===== config.mk =====
export PLATFORM = sky130hd
export DESIGN_NAME = mp2a_ram
export DESIGN_NICKNAME = d
export VERILOG_FILES = /design/src/mp2a_ram.sv
export SDC_FILE = /design/constraint.sdc
export NUM_CORES = 1
export LEC_CHECK = 0
export ABC_AREA = 1
export BUFFER_PORTS_ARGS = -buffer_cell sky130_fd_sc_hd__buf_2
export CORE_UTILIZATION = 27
export DETAILED_ROUTE_END_ITERATION = 8
export PLACE_DENSITY_LB_ADDON = 0.1
export SETUP_SLACK_MARGIN = 0.15
export SLEW_MARGIN = 20
export SYNTH_ARGS = -nofsm -noshare
export SYNTH_HDL_FRONTEND = slang
export SYNTH_SLANG_ARGS = --single-unit

===== constraint.sdc =====
create_clock -name clock -period 2.3 [get_ports clock]
set_clock_uncertainty 0.2 [all_clocks]
set_input_delay 0.575 -clock clock [delete_from_list [all_inputs] [get_ports clock]]
set_output_delay 0.575 -clock clock [all_outputs]
set_load 0.05 [all_outputs]

===== src/mp2a_ram.sv =====
// ----------------------------------------------------------------------------
// mp2a_ram: simple dual-port RAM
// One write port and one read port; read data is registered and a read of
// the address being written returns the old contents.
// ----------------------------------------------------------------------------
module mp2a_ram #(
   parameter int WIDTH = 16,
   parameter int DEPTH = 16
) (
   input  logic                                     clock,
   input  logic                                     wr_en,
   input  logic [((DEPTH > 1) ? $clog2(DEPTH) : 1)-1:0] wr_addr,
   input  logic [WIDTH-1:0]                         wr_data,
   input  logic                                     rd_en,
   input  logic [((DEPTH > 1) ? $clog2(DEPTH) : 1)-1:0] rd_addr,
   output logic [WIDTH-1:0]                         rd_data
);

   logic [WIDTH-1:0] mem_ff [DEPTH];
   logic [WIDTH-1:0] rd_data_ff;

   always_ff @(posedge clock) begin
      if (wr_en) begin
         mem_ff[wr_addr] <= wr_data;
      end
      if (rd_en) begin
         rd_data_ff <= mem_ff[rd_addr];
      end
   end

   assign rd_data = rd_data_ff;

endmodule


==> metrics.sh, run 1 <==
RUN_STATUS='complete, no violations'
SEQPWRFRAC_PCT=49.0
CP-START-KIND='flip-flop'
NUMBER_OF_ANTENNA_VIOLATIONS_AT_THE_FIRST_CHECK_IN_GLOBAL_ROUTING=2
RR_ENDPOINT='rd_data[11]$_DFFE_PP_'
DR.PASS1.ITERS=4
PERIOD_MINUS_SLACK_NS=2.08
ANT_NETS=0
R2R-START='mem_ff[3][11]$_DFFE_PP_'
COUNT_OF_BUFFERS_INSERTED_AT_THE_TOP_LEVEL_PORTS=42
FINAL_CORE_UTILIZATION_PCT=33.0
WORSTHOLDENDPOINT='mem_ff[1][13]$_DFFE_PP_'
POSTSYNTHCELLCOUNT=1074
TIMING.HOLD.WORST.START='wr_data[13]'
P_COMB_SHARE_PCT=7.1
POST_DRT_VIA_CELL_RATIO=4.36
MOSTFREQUENTLAYOUTCELLS='nand2_1 (341), edfxtp_1 (272), inv_1 (196)'
FINAL-INSTANCE-COUNT-EXCL-FILL=1719
POST_SYNTH_MUX_AREA_SHARE_PCT=0
MAX_FREQ_GHz=0.481
ENDPOINT_KIND_OF_THE_WORST_SETUP_TIMING_PATH='output pin'
SYNTHESIS.AREA_UM2=11500
HOLD-PATH-CELL-COUNT=1
SYNTH-XOR-AREA-SHARE_PCT=0
LAYOUT.CELLS.MOST_COMMON='nand2_1'
IO_PINS=43
MAX_SLEW_MARGIN_PCT=54.9
HPWL_UM=19400
GRT_START_MAX_NET_PINS=71
CTS_RESIZED=0
GLOBALROUTE.TOTALOVERFLOW=0
WHS_NS=0.244
NUMBER_OF_INSTANCES_IN_THE_PLACED_DESIGN=1659
IR_DROP_V=0.000401
CRITICAL_PATH.SLOWEST_CELL='edfxtp_1'
CLOCK_TREE.HTREE_LEVEL_COUNT=2
POWER_uW=11500
TOTALWIRELENGTH_UM=33200
GLOBAL_ROUTE_WIRE_LENGTH_BEFORE_REPAIR_UM=49400
INTPOWER_uW=8820
DIE_H_UM=209
SEQ_AREA_FRAC_SYNTH_PCT=70.8
DIEAREA_UM2=43600
CRIT_ARRIVAL_NS=1.31
SYNTH.LIB_CELLS_USED.DISTINCT=12
SWITCHINGPOWER_uW=2650
WORSTPATHMAXFANOUT=1
TOTAL_CLOCK_BUFFERS_CREATED_BY_CTS=35
POST_SYNTH_FA_HA_MAJ_AREA_FRACTION_PCT=0
ROW_COUNT=75
POWER.SWITCHING_FRACTION_PCT=23.1
CTS.PATH.MAX_BUFFERS=3
CLOCKROOTBUFFER='clkbuf_16'
CP.REQUIRED_NS=1.52
POSTSYNTHNETCOUNT=1101
NFILLCELLS=4237
REG2REGPATHDEPTH=6
CTS.SINK_COUNT=272
RSZ0062_AT_GRT='no'
TIMING_HOLD_VIOLATIONS_FINAL=0
CTS_SETUP_BUFFERS=0
CRITICAL_PATH_CLASS='flip-flop to output pin'
TIMING.REG2REG.SETUP_SLACK_NS=0.96
CHIPWIDTH_UM=209
REPORT.FINAL.SLEW_VIOL_COUNT=0
SYNTHSIMPLEGATEAREAFRAC_PCT=20.1
CTS_TREE='built'
CRIT_BUF_INV=1
SETUP-TNS-FINAL_NS=0
P_PER_AREA_nW_PER_UM2=827
GLOBAL_ROUTE.USAGE.TOTAL_PCT=15.6
SYNTH-COMPOUND-AREA-SHARE_PCT=0
FINALSETUPVIOLCOUNT=0
YS_FF_LATCH=272
SYNTH_WARNINGS=0
TOTAL_LEAKAGE_POWER_uW=0.00581
DRT-INITIAL-DRC-COUNT=492
WORST_PATH_LARGEST_CELL_DELAY_NS=0.47
DRT_WL_CELL_UM=19.3
CRIT_CHAIN='buf_2'
HOLD_FIX_BUFFERS_CTS=0
INITIAL_UTILIZATION_PCT=27.5
CLKTRANSATPATHREGS_NS=0.05
REMAINING_DRC_ERRORS=0
FINALNETCOUNT=1184
MAX_SLEW.WORST_PIN.SLEW_NS=0.676
AREA_GROWTH_SYN_TO_LAYOUT_PCT=20.2
WORST_HOLD_PATH_TYPE='input port to flip-flop'
NUM_VIAS=7494
FRACTION_OF_THE_CYCLE_THE_FINAL_WORST_PATH_NEEDS_PCT=90.5
GPL.FINAL_WEIGHTED_CONGESTION=0.727
POST_SYNTH.CELL_AREA_AVG_UM2=10.7
NUM_ANTENNA_CELLS=0
SHARE_OF_TOTAL_POWER_IN_THE_CLOCK_NETWORK_PCT=43.9
SYNTH_TOP_FAMILY_BY_AREA='simple AND/OR/NAND/NOR gates'
DRIVE_GT1_SHARE_PCT=13.1
GRT_PASS1_VIAS=7369
CRITICAL-PATH-TOP-DELAY-FAMILY='flip-flops'
MAXCAPVIOLCOUNT=0
CLOCK_LATENCY_OF_THE_LATER_CLOCKED_REGISTER_IN_THE_WORST_SKEW_PAIR_NS=0.52
CORE_REGION_AREA_UM2=42000
[layer usage]
metal | share of wire [%] | up-vias | global-route usage, %
met4 | 2.0 | 2 | 4.54
met2 | 46 | 128 | 24.3
met3 | 4.6 | 46 | 2.71
met1 | 48 | 3677 | 22.1
met5 | 0.039 | - | 0
li1 | - | 3641 | -
[flip-flops by register name, summed over array words and instances (netlist names)]
signal	cells
mem_ff	256
rd_data	16
[area by class of cell]
| cell class | instances | area [µm²] | share of cell area [%] |
|---|---|---|---|
| well taps | 539 | 674 | 4.86 |
| flip-flops and latches | 272 | 8170 | 58.9 |
| clock inverters | 8 | 78.8 | 0.568 |
| inverters | 198 | 746 | 5.38 |
| multi-input cells | 553 | 2360 | 17.1 |
| clock buffers | 52 | 961 | 6.93 |
| repair buffers | 97 | 876 | 6.32 |
[power groups by stage]
stage | clock, µW | combinational [µW] | sequential [µW]
2_1_floorplan | 0 | 375 | 5800
3_3_place_gp | 0 | 832 | 5720
3_5_place_dp | 0 | 831 | 5720
4_1_cts | 5210 | 833 | 5620
5_1_grt | 5400 | 899 | 5630
6_report | 5040 | 811 | 5620
[per-stage QoR]
| step | setup slack, ns | instance area (µm²) |
|---|---|---|
| 3_3_place_gp | 0.218 | 12800 |
| 6_report | 0.219 | 13900 |
| 4_1_cts | 0.207 | 13900 |
| 5_1_grt | 0.185 | 13900 |
| 2_1_floorplan | 0.225 | 11500 |
| 3_5_place_dp | 0.213 | 12800 |
[how the worst max path moves through the flow]
stage	start	to	slack, ns	cells past startpoint
after floorplan	wr_addr[2]	mem_ff[10][0]$_DFFE_PP_	0.23	2
after global placement	rd_addr[0]	rd_data[6]$_DFFE_PP_	0.22	9
after detailed placement	rd_addr[0]	rd_data[7]$_DFFE_PP_	0.21	9
after CTS	rd_data[8]$_DFFE_PP_	rd_data[8]	0.21	1
after global routing	rd_data[8]$_DFFE_PP_	rd_data[8]	0.18	1
final	rd_data[8]$_DFFE_PP_	rd_data[8]	0.22	1
[synthesized netlist by cell type (all sizes together)]
| cell type | number | area [µm²] |
|---|---|---|
| nor2 | 17 | 63.8 |
| edfxtp | 272 | 8170 |
| inv | 198 | 743 |
| nand3 | 193 | 966 |
| buf | 41 | 268 |
| nand3b | 2 | 15.0 |
| clkbuf | 10 | 37.5 |
| nand2 | 341 | 1280 |
[logic make-up (layout without fill, tap and decap cells)]
| group | Yosys count | after routing |
|---|---|---|
| buf+inv | 249 | 355 |
| flops | 272 | 272 |
| simple gates | 553 | 553 |
No activity file was read; power rests on OpenSTA's default activity.
==> run 2: changes to the inputs <==
--- a/config.mk
+++ b/config.mk
@@ -8,6 +8,7 @@
 export ABC_AREA = 1
 export BUFFER_PORTS_ARGS = -buffer_cell sky130_fd_sc_hd__buf_2
 export CORE_UTILIZATION = 27
+export CTS_BUF_LIST = sky130_fd_sc_hd__clkbuf_4
 export DETAILED_ROUTE_END_ITERATION = 8
 export PLACE_DENSITY_LB_ADDON = 0.1
 export SETUP_SLACK_MARGIN = 0.15
==> metrics.sh, run 2 (same netlist as run 1, synthesis figures left out) <==
DRIVE_GT1_SHARE_PCT=18.6  # +5.4 points
NUMBER_OF_ANTENNA_VIOLATIONS_AT_THE_FIRST_CHECK_IN_GLOBAL_ROUTING=3  # +1
SETUP-TNS-FINAL_NS=0  # unchanged
PERIOD_MINUS_SLACK_NS=2.17  # +0.0852 ns
WORSTHOLDENDPOINT='mem_ff[10][10]$_DFFE_PP_'
TOTALWIRELENGTH_UM=33500  # +0.95%
REG2REGPATHDEPTH=6  # unchanged
FINALSETUPVIOLCOUNT=0  # unchanged
MAX_SLEW_MARGIN_PCT=54.3  # -0.62 points
AREA_GROWTH_SYN_TO_LAYOUT_PCT=21.6
DIE_H_UM=209  # unchanged
HPWL_UM=19400  # unchanged
MAX_FREQ_GHz=0.462  # -3.9%
CRIT_CHAIN='buf_6'
CTS_SETUP_BUFFERS=0  # unchanged
CTS_TREE='built'
CTS.PATH.MAX_BUFFERS=3  # unchanged
GRT_PASS1_VIAS=7775  # +5.5%
RSZ0062_AT_GRT='yes'
IR_DROP_V=0.000241  # -40%
CRITICAL-PATH-TOP-DELAY-FAMILY='flip-flops'
CRIT_ARRIVAL_NS=1.39  # +0.08 ns
ROW_COUNT=75  # unchanged
TIMING.HOLD.WORST.START='wr_data[10]'
WORSTPATHMAXFANOUT=1  # unchanged
TOTAL_LEAKAGE_POWER_uW=0.00598  # +2.8%
LARGEST-REGISTER='mem_ff'
FINALNETCOUNT=1240  # +4.7%
RUN_STATUS='complete, no violations'
REPORT.FINAL.SLEW_VIOL_COUNT=0  # unchanged
WHS_NS=0.0863  # -0.158 ns
MAXCAPVIOLCOUNT=0  # unchanged
POWER.SWITCHING_FRACTION_PCT=24.2  # +1.1 points
ANT_NETS=0  # unchanged
COUNT_OF_BUFFERS_INSERTED_AT_THE_TOP_LEVEL_PORTS=42  # unchanged
CORE_REGION_AREA_UM2=42000  # unchanged
TIMING_HOLD_VIOLATIONS_FINAL=0  # unchanged
CRITICAL_PATH.SLOWEST_CELL='edfxtp_1'
GLOBAL_ROUTE_WIRE_LENGTH_BEFORE_REPAIR_UM=50100  # +1.6%
DRT-INITIAL-DRC-COUNT=402  # -18%
ENDPOINT_KIND_OF_THE_WORST_SETUP_TIMING_PATH='output pin'
MOSTFREQUENTLAYOUTCELLS='nand2_1 (341), edfxtp_1 (272), inv_1 (196)'
GRT_START_MAX_NET_PINS=71  # unchanged
GLOBALROUTE.TOTALOVERFLOW=0  # unchanged
P_COMB_SHARE_PCT=7.8  # +0.7 points
POST_DRT_VIA_CELL_RATIO=4.32  # -0.98%
CRIT_BUF_INV=1  # unchanged
P_PER_AREA_nW_PER_UM2=779  # -5.8%
WORST_HOLD_PATH_TYPE='input port to flip-flop'
CLKTRANSATPATHREGS_NS=0.07  # +0.02 ns
DR.PASS1.ITERS=4  # unchanged
CP.REQUIRED_NS=1.52  # about the same
MAX_SLEW.WORST_PIN.SLEW_NS=0.685  # +0.00930 ns
SHARE_OF_TOTAL_POWER_IN_THE_CLOCK_NETWORK_PCT=40.7  # -3.2 points
FRACTION_OF_THE_CYCLE_THE_FINAL_WORST_PATH_NEEDS_PCT=94.2  # +3.7 points
CLOCK_LATENCY_OF_THE_LATER_CLOCKED_REGISTER_IN_THE_WORST_SKEW_PAIR_NS=0.72  # +0.20 ns
POWER_uW=10900  # -4.7%
CTS.SINK_COUNT=272  # unchanged
CLOCKROOTBUFFER='clkbuf_4'
INITIAL_UTILIZATION_PCT=27.5  # unchanged
FIN_AREA_UM2=14000  # +1.2%
FINAL_CORE_UTILIZATION_PCT=33.4  # +0.38 points
CHIPWIDTH_UM=209  # unchanged
TOTAL_CLOCK_BUFFERS_CREATED_BY_CTS=78  # +120%
GLOBAL_ROUTE.USAGE.TOTAL_PCT=15.9  # +0.33 points
R2R-START='mem_ff[3][11]$_DFFE_PP_'
CLOCK_TREE.HTREE_LEVEL_COUNT=3  # +1
TIMING.REG2REG.SETUP_SLACK_NS=0.98  # +0.02 ns
HOLD-PATH-CELL-COUNT=1  # unchanged
INTPOWER_uW=8280  # -6.1%
CELL_AREA_REPORTED_AFTER_DETAILED_PLACEMENT_UM2=12800  # unchanged
GPL.FINAL_WEIGHTED_CONGESTION=0.727  # unchanged
SWITCHINGPOWER_uW=2650  # about the same
WORST_PATH_LARGEST_CELL_DELAY_NS=0.48  # about the same
CP-START-KIND='flip-flop'
NUM_VIAS=7796  # +4.0%
REMAINING_DRC_ERRORS=0  # unchanged
SEQPWRFRAC_PCT=51.4  # +2.4 points
LARGEST_REGISTER_FF_COUNT=256  # unchanged
RR_ENDPOINT='rd_data[11]$_DFFE_PP_'
CRITICAL_PATH_CLASS='flip-flop to output pin'
LAYOUT.CELLS.MOST_COMMON='nand2_1'
DRT_WL_CELL_UM=18.6  # -3.9%
IO_PINS=43  # unchanged
DIEAREA_UM2=43600  # unchanged
## run 2: layout make-up
class	count	area, µm²
Fill cell	4299	28000
Sequential cell	272	8170
Multi-Input combinational cell	553	2360
Timing Repair Buffer	110	1100
Clock buffer	118	886
Inverter	198	746
Tap cell	539	674
Clock inverter	14	82.6
Antenna cell	2	5.00
## run 2: metal layers
layer | track usage [%] | share of wire (%) | vias to the layer above | routed length, µm
li1 | - | - | 3816 | -
met1 | 21.5 | 47 | 3756 | 15700
met2 | 24.6 | 46 | 159 | 15400
met5 | 0 | 0.072 | - | 24
met4 | 6.36 | 2.2 | 4 | 753
met3 | 3.76 | 4.9 | 61 | 1640
## run 2: through the flow
stage | worst slack, ns | instances
2_1_floorplan | 0.225 | 1074
3_3_place_gp | 0.218 | 1659
3_5_place_dp | 0.213 | 1659
4_1_cts | 0.0161 | 1804
5_1_grt | 0.0336 | 1806
6_report | 0.134 | 1806
## run 2: timing repair
action                                  in CTS  in global routing
endpoints found under the setup margin      16                 12
gates cloned                                 0                  0
pin swaps                                    0                  0
endpoints found under the hold margin      186                  0
hold buffers                                13                  0
gates resized for setup                     31                  0
## run 2: power by group through the flow
stage                     registers (µW)  logic (µW)  clock network (µW)
after floorplan                     5800         375                   0
after global placement              5720         832                   0
after detailed placement            5720         831                   0
after CTS                           5620         878                4670
after global routing                5630         946                4930
final                               5620         856                4450
## run 2: worst max-delay path by stage
stage / start / end / slack, ns / cells past startpoint
global placement: rd_addr[0] / rd_data[6]$_DFFE_PP_ / 0.22 / 9
finish: rd_data[5]$_DFFE_PP_ / rd_data[5] / 0.13 / 1
detailed placement: rd_addr[0] / rd_data[7]$_DFFE_PP_ / 0.21 / 9
global route: rd_data[5]$_DFFE_PP_ / rd_data[5] / 0.03 / 1
CTS: rd_data[3]$_DFFE_PP_ / rd_data[3] / 0.02 / 1
floorplan: wr_addr[2] / mem_ff[10][0]$_DFFE_PP_ / 0.23 / 2
